$ cat src/b64e_pkg.sv
// b64e_pkg: shared types, constants and the character table for the base64 stream encoder
// no dependencies; imported by every module of the encoder
`timescale 1ns / 1ps

package b64e_pkg;

  // padding character
  localparam logic [7:0] B64E_PAD_CHAR   = 8'h3D;
  // depth of the group queue between front and back
  localparam int unsigned B64E_QUEUE_DEPTH = 2;
  localparam int unsigned B64E_QPTR_W      = $clog2(B64E_QUEUE_DEPTH);
  localparam int unsigned B64E_QCNT_W      = $clog2(B64E_QUEUE_DEPTH + 1);
  // index of the last character of a group
  localparam logic [1:0]  B64E_LAST_CHAR  = 2'd3;
  // pending byte count that completes a group
  localparam logic [1:0]  B64E_FULL_HELD  = 2'd2;

  // input transaction payload
  typedef struct packed {
    logic [7:0] data_byte;
    logic       final_byte;
  } b64e_in_t;

  // output transaction payload
  typedef struct packed {
    logic [7:0] code_char;
    logic       run_last;
    logic       message_end;
  } b64e_out_t;

  // one classified group handed from front to back
  typedef struct packed {
    logic [23:0] bits;    // zero-filled 24-bit group, oldest byte on top
    logic [1:0]  filled;  // number of real bytes, 1 to 3
    logic        fin;     // group closes the message
  } b64e_group_t;

  // queue status seen by the front and back
  typedef struct packed {
    logic full;
    logic empty;
  } b64e_qstat_t;

  // 6-bit index to standard alphabet character
  function automatic logic [7:0] b64e_char(input logic [5:0] idx);
    logic [7:0] ch;
    if (idx < 6'd26) begin
      ch = 8'h41 + {2'b00, idx};
    end else if (idx < 6'd52) begin
      ch = 8'h61 + {2'b00, idx - 6'd26};
    end else if (idx < 6'd62) begin
      ch = 8'h30 + {2'b00, idx - 6'd52};
    end else if (idx == 6'd62) begin
      ch = 8'h2B;
    end else begin
      ch = 8'h2F;
    end
    return ch;
  endfunction

endpackage

$ cat src/base64_stream_encoder_unit.sv
// base64_stream_encoder_unit: top level of the streaming base64 encoder
// depends on b64e_pkg, b64e_front, b64e_queue, b64e_back
`timescale 1ns / 1ps

// Encodes a byte stream to standard base64 (A-Z a-z 0-9 + /), one byte per input
// transaction and one character per output transaction. Bytes are taken every cycle
// while the two-entry group queue has room; each third byte, or any byte flagged
// final_byte, closes a group that yields four characters, padded with '=' when the
// final group holds one or two bytes. The character stage sends one character per
// cycle while a group is queued and out_stall does not hold its output register;
// a closed group passes through a queue slot and then the output register. run_last
// marks the fourth character of each group and message_end the fourth character of
// the final group. There are no configuration registers.
module base64_stream_encoder_unit
  import b64e_pkg::*;
(
  input  logic      clk,
  input  logic      rst,
  input  logic      in_valid,
  output logic      in_stall,
  input  b64e_in_t  in_data,
  output logic      out_valid,
  input  logic      out_stall,
  output b64e_out_t out_data
);

  b64e_qstat_t qstat;
  b64e_group_t push_group;
  b64e_group_t head;
  logic        push;
  logic        pop;

  // byte intake and grouping
  b64e_front u_front (
    .clk        (clk),
    .rst        (rst),
    .in_valid   (in_valid),
    .in_stall   (in_stall),
    .in_data    (in_data),
    .qstat      (qstat),
    .push       (push),
    .push_group (push_group)
  );

  // group queue
  b64e_queue u_queue (
    .clk        (clk),
    .rst        (rst),
    .push       (push),
    .push_group (push_group),
    .pop        (pop),
    .head       (head),
    .qstat      (qstat)
  );

  // character generation
  b64e_back u_back (
    .clk       (clk),
    .rst       (rst),
    .head      (head),
    .qstat     (qstat),
    .pop       (pop),
    .out_valid (out_valid),
    .out_stall (out_stall),
    .out_data  (out_data)
  );

endmodule

$ cat src/b64e_front.sv
// b64e_front: accepts raw bytes, keeps up to two pending, and forms zero-filled groups
// depends on b64e_pkg
`timescale 1ns / 1ps

module b64e_front
  import b64e_pkg::*;
(
  input  logic        clk,
  input  logic        rst,
  input  logic        in_valid,
  output logic        in_stall,
  input  b64e_in_t    in_data,
  input  b64e_qstat_t qstat,
  output logic        push,
  output b64e_group_t push_group
);

  logic [15:0] held_bytes;
  logic [1:0]  held_count;
  logic [1:0]  cnt;
  logic        accept;
  logic        emit;

  // queue full holds off the input side
  assign in_stall = qstat.full;
  assign accept   = in_valid && !in_stall;

  // a count of three is treated as two
  assign cnt  = (held_count > B64E_FULL_HELD) ? B64E_FULL_HELD : held_count;
  assign emit = in_data.final_byte || (cnt == B64E_FULL_HELD);
  assign push = accept && emit;

  // assemble the group from pending bytes and the new byte
  always_comb begin
    push_group.fin    = in_data.final_byte;
    push_group.filled = cnt + 2'd1;
    case (cnt)
      2'd0:    push_group.bits = {in_data.data_byte, 16'h0000};
      2'd1:    push_group.bits = {held_bytes[7:0], in_data.data_byte, 8'h00};
      default: push_group.bits = {held_bytes, in_data.data_byte};
    endcase
  end

  // pending byte store
  always_ff @(posedge clk) begin
    if (rst) begin
      held_bytes <= 16'h0000;
      held_count <= 2'd0;
    end else if (accept) begin
      if (emit) begin
        held_bytes <= 16'h0000;
        held_count <= 2'd0;
      end else begin
        held_bytes <= {held_bytes[7:0], in_data.data_byte};
        held_count <= cnt + 2'd1;
      end
    end
  end

  a_held_count_range: assert property (@(posedge clk) disable iff (rst)
    held_count != 2'd3)
    else $error("pending byte count reached three");

endmodule

$ cat src/b64e_queue.sv
// b64e_queue: short queue of classified groups between front and back
// depends on b64e_pkg
`timescale 1ns / 1ps

module b64e_queue
  import b64e_pkg::*;
(
  input  logic        clk,
  input  logic        rst,
  input  logic        push,
  input  b64e_group_t push_group,
  input  logic        pop,
  output b64e_group_t head,
  output b64e_qstat_t qstat
);

  b64e_group_t             slots [B64E_QUEUE_DEPTH];
  logic [B64E_QPTR_W-1:0]  wr_ptr;
  logic [B64E_QPTR_W-1:0]  rd_ptr;
  logic [B64E_QCNT_W-1:0]  count;

  assign qstat.full  = (count == B64E_QCNT_W'(B64E_QUEUE_DEPTH));
  assign qstat.empty = (count == '0);
  assign head        = slots[rd_ptr];

  // slot storage
  always_ff @(posedge clk) begin
    if (push) begin
      slots[wr_ptr] <= push_group;
    end
  end

  // pointers and fill count
  always_ff @(posedge clk) begin
    if (rst) begin
      wr_ptr <= '0;
      rd_ptr <= '0;
      count  <= '0;
    end else begin
      if (push) begin
        wr_ptr <= (wr_ptr == B64E_QPTR_W'(B64E_QUEUE_DEPTH - 1)) ? '0 : wr_ptr + 1'b1;
      end
      if (pop) begin
        rd_ptr <= (rd_ptr == B64E_QPTR_W'(B64E_QUEUE_DEPTH - 1)) ? '0 : rd_ptr + 1'b1;
      end
      if (push && !pop) begin
        count <= count + 1'b1;
      end else if (pop && !push) begin
        count <= count - 1'b1;
      end
    end
  end

  a_no_overflow: assert property (@(posedge clk) disable iff (rst)
    push |-> !qstat.full)
    else $error("group queue overflow");

  a_no_underflow: assert property (@(posedge clk) disable iff (rst)
    pop |-> !qstat.empty)
    else $error("group queue underflow");

endmodule

$ cat src/b64e_back.sv
// b64e_back: turns queued groups into four characters each, one per cycle unless stalled, into an output register
// depends on b64e_pkg
`timescale 1ns / 1ps

module b64e_back
  import b64e_pkg::*;
(
  input  logic        clk,
  input  logic        rst,
  input  b64e_group_t head,
  input  b64e_qstat_t qstat,
  output logic        pop,
  output logic        out_valid,
  input  logic        out_stall,
  output b64e_out_t   out_data
);

  logic [1:0] char_idx;
  logic [5:0] sextet;
  logic       load;
  b64e_out_t  char_next;

  // a group is queued and the output register is free or being drained this cycle
  assign load = !qstat.empty && (!out_valid || !out_stall);
  assign pop  = load && (char_idx == B64E_LAST_CHAR);

  // pick the sextet, most significant first
  always_comb begin
    case (char_idx)
      2'd0:    sextet = head.bits[23:18];
      2'd1:    sextet = head.bits[17:12];
      2'd2:    sextet = head.bits[11:6];
      default: sextet = head.bits[5:0];
    endcase
  end

  // character, padding and end flags
  always_comb begin
    char_next.code_char   = (char_idx > head.filled) ? B64E_PAD_CHAR : b64e_char(sextet);
    char_next.run_last    = (char_idx == B64E_LAST_CHAR);
    char_next.message_end = (char_idx == B64E_LAST_CHAR) && head.fin;
  end

  // character counter within the group
  always_ff @(posedge clk) begin
    if (rst) begin
      char_idx <= 2'd0;
    end else if (load) begin
      char_idx <= char_idx + 2'd1;
    end
  end

  // output register
  always_ff @(posedge clk) begin
    if (rst) begin
      out_valid <= 1'b0;
    end else if (load) begin
      out_valid <= 1'b1;
    end else if (!out_stall) begin
      out_valid <= 1'b0;
    end
  end

  always_ff @(posedge clk) begin
    if (load) begin
      out_data <= char_next;
    end
  end

  a_end_is_last: assert property (@(posedge clk) disable iff (rst)
    out_valid && out_data.message_end |-> out_data.run_last)
    else $error("message end on a character that is not the last of its group");

  a_group_stays: assert property (@(posedge clk) disable iff (rst)
    char_idx != 2'd0 |-> !qstat.empty)
    else $error("group left the queue before all four characters were sent");

endmodule

$ cat config.mk
export PLATFORM = sky130hd
export DESIGN_NAME = base64_stream_encoder_unit
export DESIGN_NICKNAME = d
export VERILOG_FILES = /design/src/b64e_pkg.sv /design/src/base64_stream_encoder_unit.sv /design/src/b64e_front.sv /design/src/b64e_queue.sv /design/src/b64e_back.sv
export SDC_FILE = /design/constraint.sdc
export NUM_CORES = 1
export LEC_CHECK = 0
export BUFFER_PORTS_ARGS = -buffer_cell sky130_fd_sc_hd__buf_2
export CAP_MARGIN = 25
export CORE_MARGIN = 4
export CORE_UTILIZATION = 50
export DETAILED_ROUTE_END_ITERATION = 10
export GPL_TIMING_DRIVEN = 0
export PLACE_DENSITY_LB_ADDON = 0.12
export SETUP_SLACK_MARGIN = 0.05
export SYNTH_ARGS = -nofsm -noshare
export SYNTH_HDL_FRONTEND = slang
export SYNTH_SLANG_ARGS = --single-unit
$ cat constraint.sdc
create_clock -name clk -period 3.9 [get_ports clk]
set_input_delay 0.78 -clock clk [delete_from_list [all_inputs] [get_ports clk]]
set_output_delay 0.78 -clock clk [all_outputs]
set_load 0.1 [all_outputs]
==> flow_summary.yaml, run 1 <==
synthesis:
  yosys.area.top_type_share_pct: 45.5
  ys_async_sr_fraction_pct: 0
  syn_area_sq_um: 4230
  ys_seq_area_share_pct: 57.8
  synth_fp_nets: 396
  ys_top_cells_by_area: "edfxtp_1 (45%), dfxtp_1 (12%), nand2_1 (5.2%), ha_1 (4.7%), mux2i_1 (3.6%)"
  yosys_warnings: 0
  synth.largest_area_cell: "edfxtp_1"
  synthFlopType: "edfxtp_1"
  ys_ff_latch: 90
  synthCells: 367
  syn_avg_cell_area_sq_um: 11.5
  ys_types: 51
  synth_enable_flop_cells: 64
routing:
  first_pass_iters: 5
  vias: 2764
  drc: 0
  wire_per_inst_um: 15.6
  vias_per_cell: 5.37
  antenna_left: 0
  routed_wl_um: 8040
  drt_iter0_markers: 138
worst_hold_path:
  worstHoldPathType: "reg2reg"
grt:
  track_usage_pct: 17.2
  overflow: 0
  grt_pass1_vias: 2656
  antenna_found_initial: 0
  grt_max_degree: 19
  grt_pass1_wl_um: 13300
clocking:
  cts_buffers: 9
  clkLatencyLatePin_ns: 0.35
  cts_tree: "built"
  cts_buffer_depth: 2
  root_buffer: "clkbuf_8"
  cts_post_setup_buffers_inserted: 0
  clock_sinks: 90
  clkTransAtPathRegs_ns: 0.09
  htree_levels: 3
  cts_resized: 0
  hold_buffers: 0
placed_design:
  gp_congestion: 0.904
  io_buffers: 23
  post-dp-hpwl_um: 6010
setup_path:
  worstSetupEndpointType: "flop"
  crit_path_cell_trace: "ha_1 -> buf_2 -> nor2_1 -> nand3_1 -> nand3_1 -> ha_1 -> or3_4 -> a31oi_4 -> a221oi_2 -> a211o_1"
  startpoint_type: "flop"
  arrival_ns: 3.42
  required_ns: 4.01
  slowest_delay_ns: 0.44
  crit_type: "reg2reg"
  worstPathMaxFanout: 10
  crit_slowest_cell: "or3_4"
  rrSetupSlack_ns: 0.59
floorplan:
  dieHeight_um: 99.9
  die-area_sq_um: 9990
  die_w_um: 99.9
  fp.coreArea_sq_um: 8220
  pin_count: 25
  num_rows: 33
  initial_utilization_pct: 51.4
cells_and_area:
  nets: 434
  areaGrowthSynthToFinish_pct: 11.9
  n_antenna_cell: 0
  drive_above_1_share_pct: 15.4
  utilization_pct: 57.6
  num-fill-cells: 730
sta:
  rsz0062_at_grt: "no"
  worst_pin_slew_ns: 0.937
  skew_ns: 0.0124
  fin_crit_sh_pct: 84.9
  max_freq_ghz: 0.302
  slew_viol_final: 0
  setup-tns-final_ns: 0
  min_period_ns: 3.31
  setup_viol: 0
  slew_headroom_pct: 37.5
  hold_viol_final: 0
power_and_ir_drop:
  p_per_area_nw_per_um2: 579
  p_leak_nw: 1.74
  vdd_ir_drop_max_mv: 0.265
job:
  maxCapViolations: 0
run_status:
  status: "finished clean"
metrics by stage:
| step | worst slack, ns | cell area (sq um) | hold WS, ns | power (mW) | instances |
|---|---|---|---|---|---|
| 2_1_floorplan | 1.11 | 4230 | 0.436 | 1.93 | 367 |
| 3_3_place_gp | 0.299 | 4470 | 0.442 | 2.09 | 495 |
| 3_5_place_dp | 0.569 | 4510 | 0.448 | 2.11 | 498 |
| 4_1_cts | 0.558 | 4710 | 0.460 | 2.76 | 514 |
| 5_1_grt | 0.326 | 4730 | 0.476 | 2.89 | 515 |
| 6_report | 0.590 | 4730 | 0.456 | 2.74 | 515 |
cells by family after synthesis:
group,count (synthesis),synth area share (%)
AO/OA/AOI/OAI,77,12.9
XOR/XNOR,19,3.94
flip-flops,90,57.8
multiplexers,18,4.89
buffers and inverters,36,3.67
adder cells (fa/ha/maj),16,4.74
AND/OR/NAND/NOR,111,12.1
worst paths after layout:
| kind | startpoint | to | cells after the start |
|---|---|---|---|
| worst max-delay path | u_back.char_idx[1]$_SDFFE_PP0P_ | u_back.out_data[5]$_SDFFCE_PN1P_ | 10 |
| worst min-delay path | u_front.held_bytes[9]$_SDFFE_PP0P_ | u_front.held_bytes[9]$_SDFFE_PP0P_ | 2 |
| worst max register to register | u_back.char_idx[1]$_SDFFE_PP0P_ | u_back.out_data[5]$_SDFFCE_PN1P_ | 10 |
| worst min register to register | u_front.held_bytes[9]$_SDFFE_PP0P_ | u_front.held_bytes[9]$_SDFFE_PP0P_ | 2 |
routing by layer:
metal  share of wire (%)  up-vias  GRT usage [%]  wire, um
met3                 4.3        6           3.13       342
li1                    -     1397              -         -
met1                  46     1300           22.9      3670
met5                   0        -              0         0
met2                  49       61           28.7      3960
met4                0.93        0           5.46        75
layout make-up:
class | instances | area (sq um) | area share (%)
multi-input combinational | 241 | 1630 | 34.5
clock inverter | 4 | 47.5 | 1.01
tap | 105 | 131 | 2.78
timing repair buffer | 27 | 164 | 3.47
buffer | 18 | 87.6 | 1.85
sequential | 90 | 2440 | 51.6
inverter | 18 | 67.6 | 1.43
clock buffer | 12 | 156 | 3.31
cells in the final DEF (no fill, tap or decap), types with 6 or more instances in the layout:
cell type / Yosys / layout
buf_2: 4 / 27
clkbuf_8: 0 / 9
nand2_1: 59 / 59
ha_1: 16 / 16
nor2_1: 14 / 12
xor2_1: 6 / 6
clkbuf_1: 10 / 12
a22oi_1: 8 / 8
and2_1: 9 / 9
edfxtp_1: 64 / 64
nand3_1: 9 / 9
dfxtp_1: 26 / 26
o21ai_0: 9 / 9
inv_1: 17 / 17
mux2i_1: 15 / 15
a21oi_1: 27 / 27
a22o_1: 8 / 8
xnor2_1: 13 / 13
state kept, by name, summed over array words and instances (netlist names), named ones only:
name and cells:
u_back.out_valid 1, u_queue.rd_ptr 1, u_queue.wr_ptr 1, u_queue.count 2, u_back.out_data 10, u_front.held_count 2
u_front.held_bytes 16, u_queue.slots 54, u_back.char_idx 2
where the power goes:
part / switching, mW / internal, mW / total, mW
combinational: 0.629 / 0.300 / 0.929
sequential: 0.0281 / 1.13 / 1.16
clock: 0.316 / 0.335 / 0.651
Yosys cell counts (6+ instances only):
library cell	instances
o21ai_0	9
nor2_1	14
dfxtp_1	26
edfxtp_1	64
mux2i_1	15
inv_1	17
xnor2_1	13
and2_1	9
xor2_1	6
nand2_1	59
a22o_1	8
a22oi_1	8
clkbuf_1	10
nand3_1	9
a21oi_1	27
ha_1	16
worst max-delay path, delay by kind of cell, from the launching register on:
kind	cells	cell delay, ns
buffers and inverters	1	0.30
adders and majority gates	2	0.71
DFF	1	0.41
and+or+nand+nor	4	1.05
AOI/OAI and AO/OA	3	0.60
Power figures use the tool's default switching activity.
==> inputs of run 2 (changes only) <==
==> constraint.sdc (replaced) <==
create_clock -name clk -period 3.3 [get_ports clk]
set_input_delay 0.66 -clock clk [delete_from_list [all_inputs] [get_ports clk]]
set_output_delay 0.66 -clock clk [all_outputs]
set_load 0.1 [all_outputs]
==> run 2 against run 1 <==
  * Wire length increased by 0.27%
  * Worst hold slack about the same
  * Setup slack got worse by 0.31 ns
  * Cell count unchanged
  * Clock power increased by 18%
  * Via count decreased by 0.58%
  * Die area unchanged
  * Sequential power increased by 18%
  * Count of clock-buffer cells in the layout unchanged
  * Combinational power increased by 18%
  * Global-route usage unchanged
  * Non-clock buffer count unchanged
==> flow_summary.yaml, run 2 (same netlist as run 1, synthesis figures left out) <==
cells_and_area:
  mostFrequentLayoutCells: "edfxtp_1 (64), nand2_1 (59), a21oi_1 (27)"
  largest_register_ffs: 54
  areaGrowthSynthToFinish_pct: 12.3
  utilization_pct: 57.7
  num-fill-cells: 728
  n_antenna_cell: 0
  reg_top3: "u_queue.slots x54, u_front.held_bytes x16, u_back.out_data x10"
  multi_input_area_sq_um: 1650
  drive_above_1_share_pct: 16.1
  regArea_sq_um: 2440
  design_area_sq_um: 4740
  regMostFlops: "u_queue.slots"
  nets: 434
  layout_commonest_cell: "edfxtp_1"
sta:
  worst_pin_slew_ns: 0.929
  min_period_ns: 3.02
  fin_crit_sh_pct: 91.5
  slew_viol_final: 0
  slew_headroom_pct: 38.0
  setup_viol: 0
  rsz0062_at_grt: "no"
  hold_viol_final: 0
  max_freq_ghz: 0.331
  whs_ns: 0.456
  skew_ns: 0.00975
placed_design:
  io_buffers: 23
  placed_area_sq_um: 4510
  post-dp-hpwl_um: 6010
  gp_congestion: 0.904
power_and_ir_drop:
  combPwrFrac_pct: 34.0
  sequentialPowerShare_pct: 42.2
  vdd_ir_drop_max_mv: 0.314
  p_switching_mw: 1.15
  p_leak_nw: 1.74
  switching_share_pct: 35.6
  p_int_mw: 2.09
  clkPwrFrac_pct: 23.8
  p_per_area_nw_per_um2: 683
setup_path:
  rrSetupSlack_ns: 0.28
  crit_type: "reg2reg"
  r2r.worst_path.cells: 10
  rr_startpoint: "u_back.char_idx[1]$_SDFFE_PP0P_"
  required_ns: 3.41
  worstPathMaxFanout: 10
  startpoint_type: "flop"
  arrival_ns: 3.13
  r2r-end: "u_back.out_data[5]$_SDFFCE_PN1P_"
  worstSetupEndpointType: "flop"
worst_hold_path:
  hold_start: "u_front.held_bytes[9]$_SDFFE_PP0P_"
  worstHoldPathType: "reg2reg"
  min_to: "u_front.held_bytes[9]$_SDFFE_PP0P_"
  min_path_cells: 2
routing:
  drc: 0
  wire_per_inst_um: 15.7
  routed_wl_um: 8070
  drt_iter0_markers: 151
  antenna_left: 0
  vias: 2748
  first_pass_iters: 4
  vias_per_cell: 5.34
clocking:
  clock_sinks: 90
  clkLatencyLatePin_ns: 0.35
  clkTransAtPathRegs_ns: 0.09
  root_buffer: "clkbuf_8"
  cts_post_setup_buffers_inserted: 0
  cts_buffer_depth: 2
  htree_levels: 3
  cts_buffers: 9
  cts_tree: "built"
floorplan:
  num_rows: 33
  dieHeight_um: 99.9
  pin_count: 25
  die_w_um: 99.9
  die-area_sq_um: 9990
  initial_utilization_pct: 51.4
  fp.coreArea_sq_um: 8220
grt:
  grt_pass1_wl_um: 13300
  grtUsageMet3_pct: 3.13
  overflow: 0
  met1_usage_pct: 22.9
  antenna_found_initial: 0
  use_met2_pct: 28.7
  grt_pass1_vias: 2656
  track_usage_pct: 17.2
  grt_max_degree: 19
  busiest_layer: "met2"
run_status:
  status: "finished clean"
job:
  maxCapViolations: 0
run 2: changes by cell type in the layout (fill, tap and decap cells not counted), sizes merged:
cell and delta:
clkbuf +1, buf -1
run 2: worst max-delay path, stage by stage (launching register included):
cell and delay (ns):
dfxtp_1 0.41, ha_2 0.28, clkbuf_4 0.25, nor2_1 0.13
nand3_1 0.12, nand3_2 0.21, ha_1 0.33, or3_4 0.45
a31oi_4 0.23, a221oi_2 0.10, a211o_1 0.27
run 2: worst max-delay path by stage:
| stage | start | endpoint | slack (ns) |
|---|---|---|---|
| after floorplan | u_back.char_idx[1]$_SDFFE_PP0P_ | u_back.out_data[5]$_SDFFCE_PN1P_ | 0.57 |
| after global placement | in_valid | u_queue.slots[0][10]$_DFFE_PP_ | -0.18 |
| after CTS | u_back.char_idx[1]$_SDFFE_PP0P_ | u_back.out_data[5]$_SDFFCE_PN1P_ | 0.14 |
| final | u_back.char_idx[1]$_SDFFE_PP0P_ | u_back.out_data[5]$_SDFFCE_PN1P_ | 0.28 |
| after global routing | u_back.char_idx[0]$_SDFFE_PP0P_ | u_back.out_data[4]$_SDFFCE_PN1P_ | 0.08 |
| after detailed placement | u_back.char_idx[1]$_SDFFE_PP0P_ | u_back.out_data[5]$_SDFFCE_PN1P_ | -0.03 |
run 2: area by class of cell:
type | instances | area share (%)
Timing Repair Buffer | 27 | 3.45
Multi-Input combinational cell | 241 | 34.7
Clock inverter | 4 | 1.00
Clock buffer | 12 | 3.30
Sequential cell | 90 | 51.5
Tap cell | 105 | 2.77
Inverter | 18 | 1.42
Buffer | 18 | 1.90
run 2: timing repair:
action / in CTS / in global routing
hold endpoints to repair: 0 / 0
resized for setup: 1 / 3
hold buffers: 0 / 0
setup endpoints to repair: 3 / 5
run 2: per-stage QoR:
step	setup slack [ns]	total power [mW]	TNS, ns	instances
global placement	-0.181	2.47	-9.38	495
floorplan	0.566	2.28	0	367
global route	0.0814	3.42	0	515
CTS	0.140	3.26	0	514
finish	0.281	3.24	0	515
detailed placement	-0.0312	2.49	-0.0312	498
run 2: power groups by stage:
stage	registers (mW)	clock network, mW	logic (mW)
6_report	1.37	0.770	1.10
5_1_grt	1.38	0.836	1.20
4_1_cts	1.37	0.789	1.10
3_5_place_dp	1.40	0	1.10
3_3_place_gp	1.40	0	1.07
2_1_floorplan	1.63	0	0.655
run 2: layer usage:
layer / share of wire [%] / wire, um
met5: 0 / 0
met4: 1.0 / 81
met3: 2.9 / 230
met2: 49 / 3960
met1: 47 / 3800
==> inputs of run 3 (changes only) <==
--- a/config.mk
+++ b/config.mk
@@ -7,6 +7,7 @@
 export LEC_CHECK = 0
 export BUFFER_PORTS_ARGS = -buffer_cell sky130_fd_sc_hd__buf_2
 export CAP_MARGIN = 25
+export CORE_ASPECT_RATIO = 1.4
 export CORE_MARGIN = 4
 export CORE_UTILIZATION = 50
 export DETAILED_ROUTE_END_ITERATION = 10
==> run 3 against run 2 <==
  * Non-clock buffer count is 1 lower
  * Global-route usage increased by 0.99 points
  * Cell count decreased by 0.78%
  * Flip-flop and latch count unchanged
  * First-iteration DRC count down 11%
  * Clock power rose by 25%
  * Utilization up 0.94 points
  * Maximum frequency down 1.5%
  * Worst hold slack worse by 0.00065 ns
  * Sequential power about the same
  * Count of clock-buffer cells in the layout shrank 1
  * Critical path type unchanged
  * Largest cell class unchanged
==> flow_summary.yaml, run 3 (same netlist as run 1, synthesis figures left out) <==
setup_path:
  r2r.worst_path.cells: 10
  worstPathMaxFanout: 10
  crit_path_cell_trace: "ha_1 -> clkbuf_4 -> nor2_1 -> nand3_1 -> nand3_2 -> ha_1 -> or3_4 -> a31oi_4 -> a221oi_2 -> a211o_1"
  slowest_delay_ns: 0.44
  startpoint: "u_back.char_idx[1]$_SDFFE_PP0P_"
  path_depth: 10
  path_delay_family: "simple AND/OR/NAND/NOR gates"
  startpoint_type: "flop"
  endpoint: "u_back.out_data[5]$_SDFFCE_PN1P_"
  rrSetupSlack_ns: 0.24
  required_ns: 3.39
  r2r-end: "u_back.out_data[5]$_SDFFCE_PN1P_"
  rr_startpoint: "u_back.char_idx[1]$_SDFFE_PP0P_"
  crit_top_cell: "ha_1"
  crit_type: "reg2reg"
  arrival_ns: 3.16
  worstSetupEndpointType: "flop"
  crit_buf_inv: 1
  crit_slowest_cell: "or3_4"
routing:
  vias_per_cell: 5.44
  drt_iter0_markers: 134
  drc: 0
  vias: 2782
  routed_wl_um: 8490
  wire_per_inst_um: 16.6
  antenna_left: 0
  first_pass_iters: 4
cells_and_area:
  nets: 433
  regArea_sq_um: 2440
  design_area_sq_um: 4810
  drive_above_1_share_pct: 15.9
  regMostFlops: "u_queue.slots"
  utilization_pct: 58.7
  mostFrequentLayoutCells: "edfxtp_1 (64), nand2_1 (59), a21oi_1 (27)"
  largest_register_ffs: 54
  multi_input_area_sq_um: 1640
  num-fill-cells: 701
  areaGrowthSynthToFinish_pct: 13.9
  n_antenna_cell: 0
  layout_commonest_cell: "edfxtp_1"
  reg_top3: "u_queue.slots x54, u_front.held_bytes x16, u_back.out_data x10"
grt:
  grt_pass1_wl_um: 13700
  track_usage_pct: 18.2
  antenna_found_initial: 0
  overflow: 0
  grt_pass1_vias: 2767
  grt_max_degree: 19
clocking:
  cts_tree: "built"
  clock_sinks: 90
  clkTransAtPathRegs_ns: 0.06
  cts_buffers: 9
  clkLatencyLatePin_ns: 0.34
  root_buffer: "clkbuf_16"
  htree_levels: 3
  cts_buffer_depth: 2
power_and_ir_drop:
  vdd_ir_drop_max_mv: 0.449
  total_power_mw: 3.45
  p_per_area_nw_per_um2: 717
  p_leak_nw: 1.78
sta:
  max_freq_ghz: 0.326
  hold_viol_final: 0
  slew_headroom_pct: 53.2
  rsz0062_at_grt: "no"
  slew_viol_final: 0
  skew_ns: 0.00742
  min_period_ns: 3.06
  fin_crit_sh_pct: 92.9
  setup_viol: 0
  worst_pin_slew_ns: 0.702
placed_design:
  io_buffers: 23
  post-dp-hpwl_um: 6220
  placed_area_sq_um: 4520
  gp_congestion: 0.822
floorplan:
  pin_count: 25
  num_rows: 39
  fp.coreArea_sq_um: 8200
  die-area_sq_um: 10000
  initial_utilization_pct: 51.5
  die_w_um: 85.7
  dieHeight_um: 117
worst_hold_path:
  worstHoldPathType: "reg2reg"
  hold_start: "u_front.held_bytes[12]$_SDFFE_PP0P_"
run_status:
  status: "finished clean"
job:
  maxCapViolations: 0
-- run 3: where the power goes --
part / total, mW / switching, mW / internal (mW)
Sequential: 1.37 / 0.0344 / 1.34
Clock: 0.966 / 0.415 / 0.551
Combinational: 1.11 / 0.753 / 0.357
-- run 3: repair_timing --
item | in CTS | in global routing
resized for setup | 1 | 1
setup buffers | 0 | 0
endpoints found under the setup margin | 2 | 1
hold buffers | 0 | 0
-- run 3: how the worst min path moves through the flow --
stage / cells past startpoint / end
floorplan: 2 / u_front.held_bytes[10]$_SDFFE_PP0P_
global placement: 2 / u_front.held_bytes[12]$_SDFFE_PP0P_
detailed placement: 2 / u_front.held_bytes[12]$_SDFFE_PP0P_
CTS: 2 / u_front.held_bytes[12]$_SDFFE_PP0P_
global route: 2 / u_front.held_bytes[9]$_SDFFE_PP0P_
finish: 2 / u_front.held_bytes[12]$_SDFFE_PP0P_
-- run 3: layout make-up --
| class | instances | area share (%) |
|---|---|---|
| repair buffers | 26 | 3.43 |
| flip-flops and latches | 90 | 50.8 |
| clock buffers | 11 | 5.28 |
| plain buffers | 18 | 1.87 |
| multi-input cells | 241 | 34.0 |
| well taps | 102 | 2.65 |
| inverters | 18 | 1.40 |
| clock inverters | 5 | 0.546 |
-- run 3: per-layer routing --
metal  GRT usage, %  vias to the layer above  share of wire (%)
met1           20.3                     1331                 42
met3           3.50                        9                3.3
met2           33.6                       54                 53
met5              0                        -                  0
li1               -                     1388                  -
met4           7.92                        0                1.4
-- run 3: through the flow --
| stage | setup TNS [ns] | worst slack (ns) | hold WS [ns] | cells |
|---|---|---|---|---|
| after floorplan | 0 | 0.566 | 0.436 | 367 |
| after global placement | -10.57 | -0.202 | 0.442 | 492 |
| after detailed placement | 0 | 0.00670 | 0.448 | 495 |
| after CTS | 0 | 0.164 | 0.457 | 511 |
| after global routing | 0 | 0.0881 | 0.473 | 511 |
| final | 0 | 0.235 | 0.455 | 511 |
-- run 3: tightest hold or removal path: cells and delay by family (launching register included) --
| kind | cells | cell delay (ns) |
|---|---|---|
| flops | 1 | 0.31 |
| simple gates | 1 | 0.05 |
| compound gates | 1 | 0.05 |
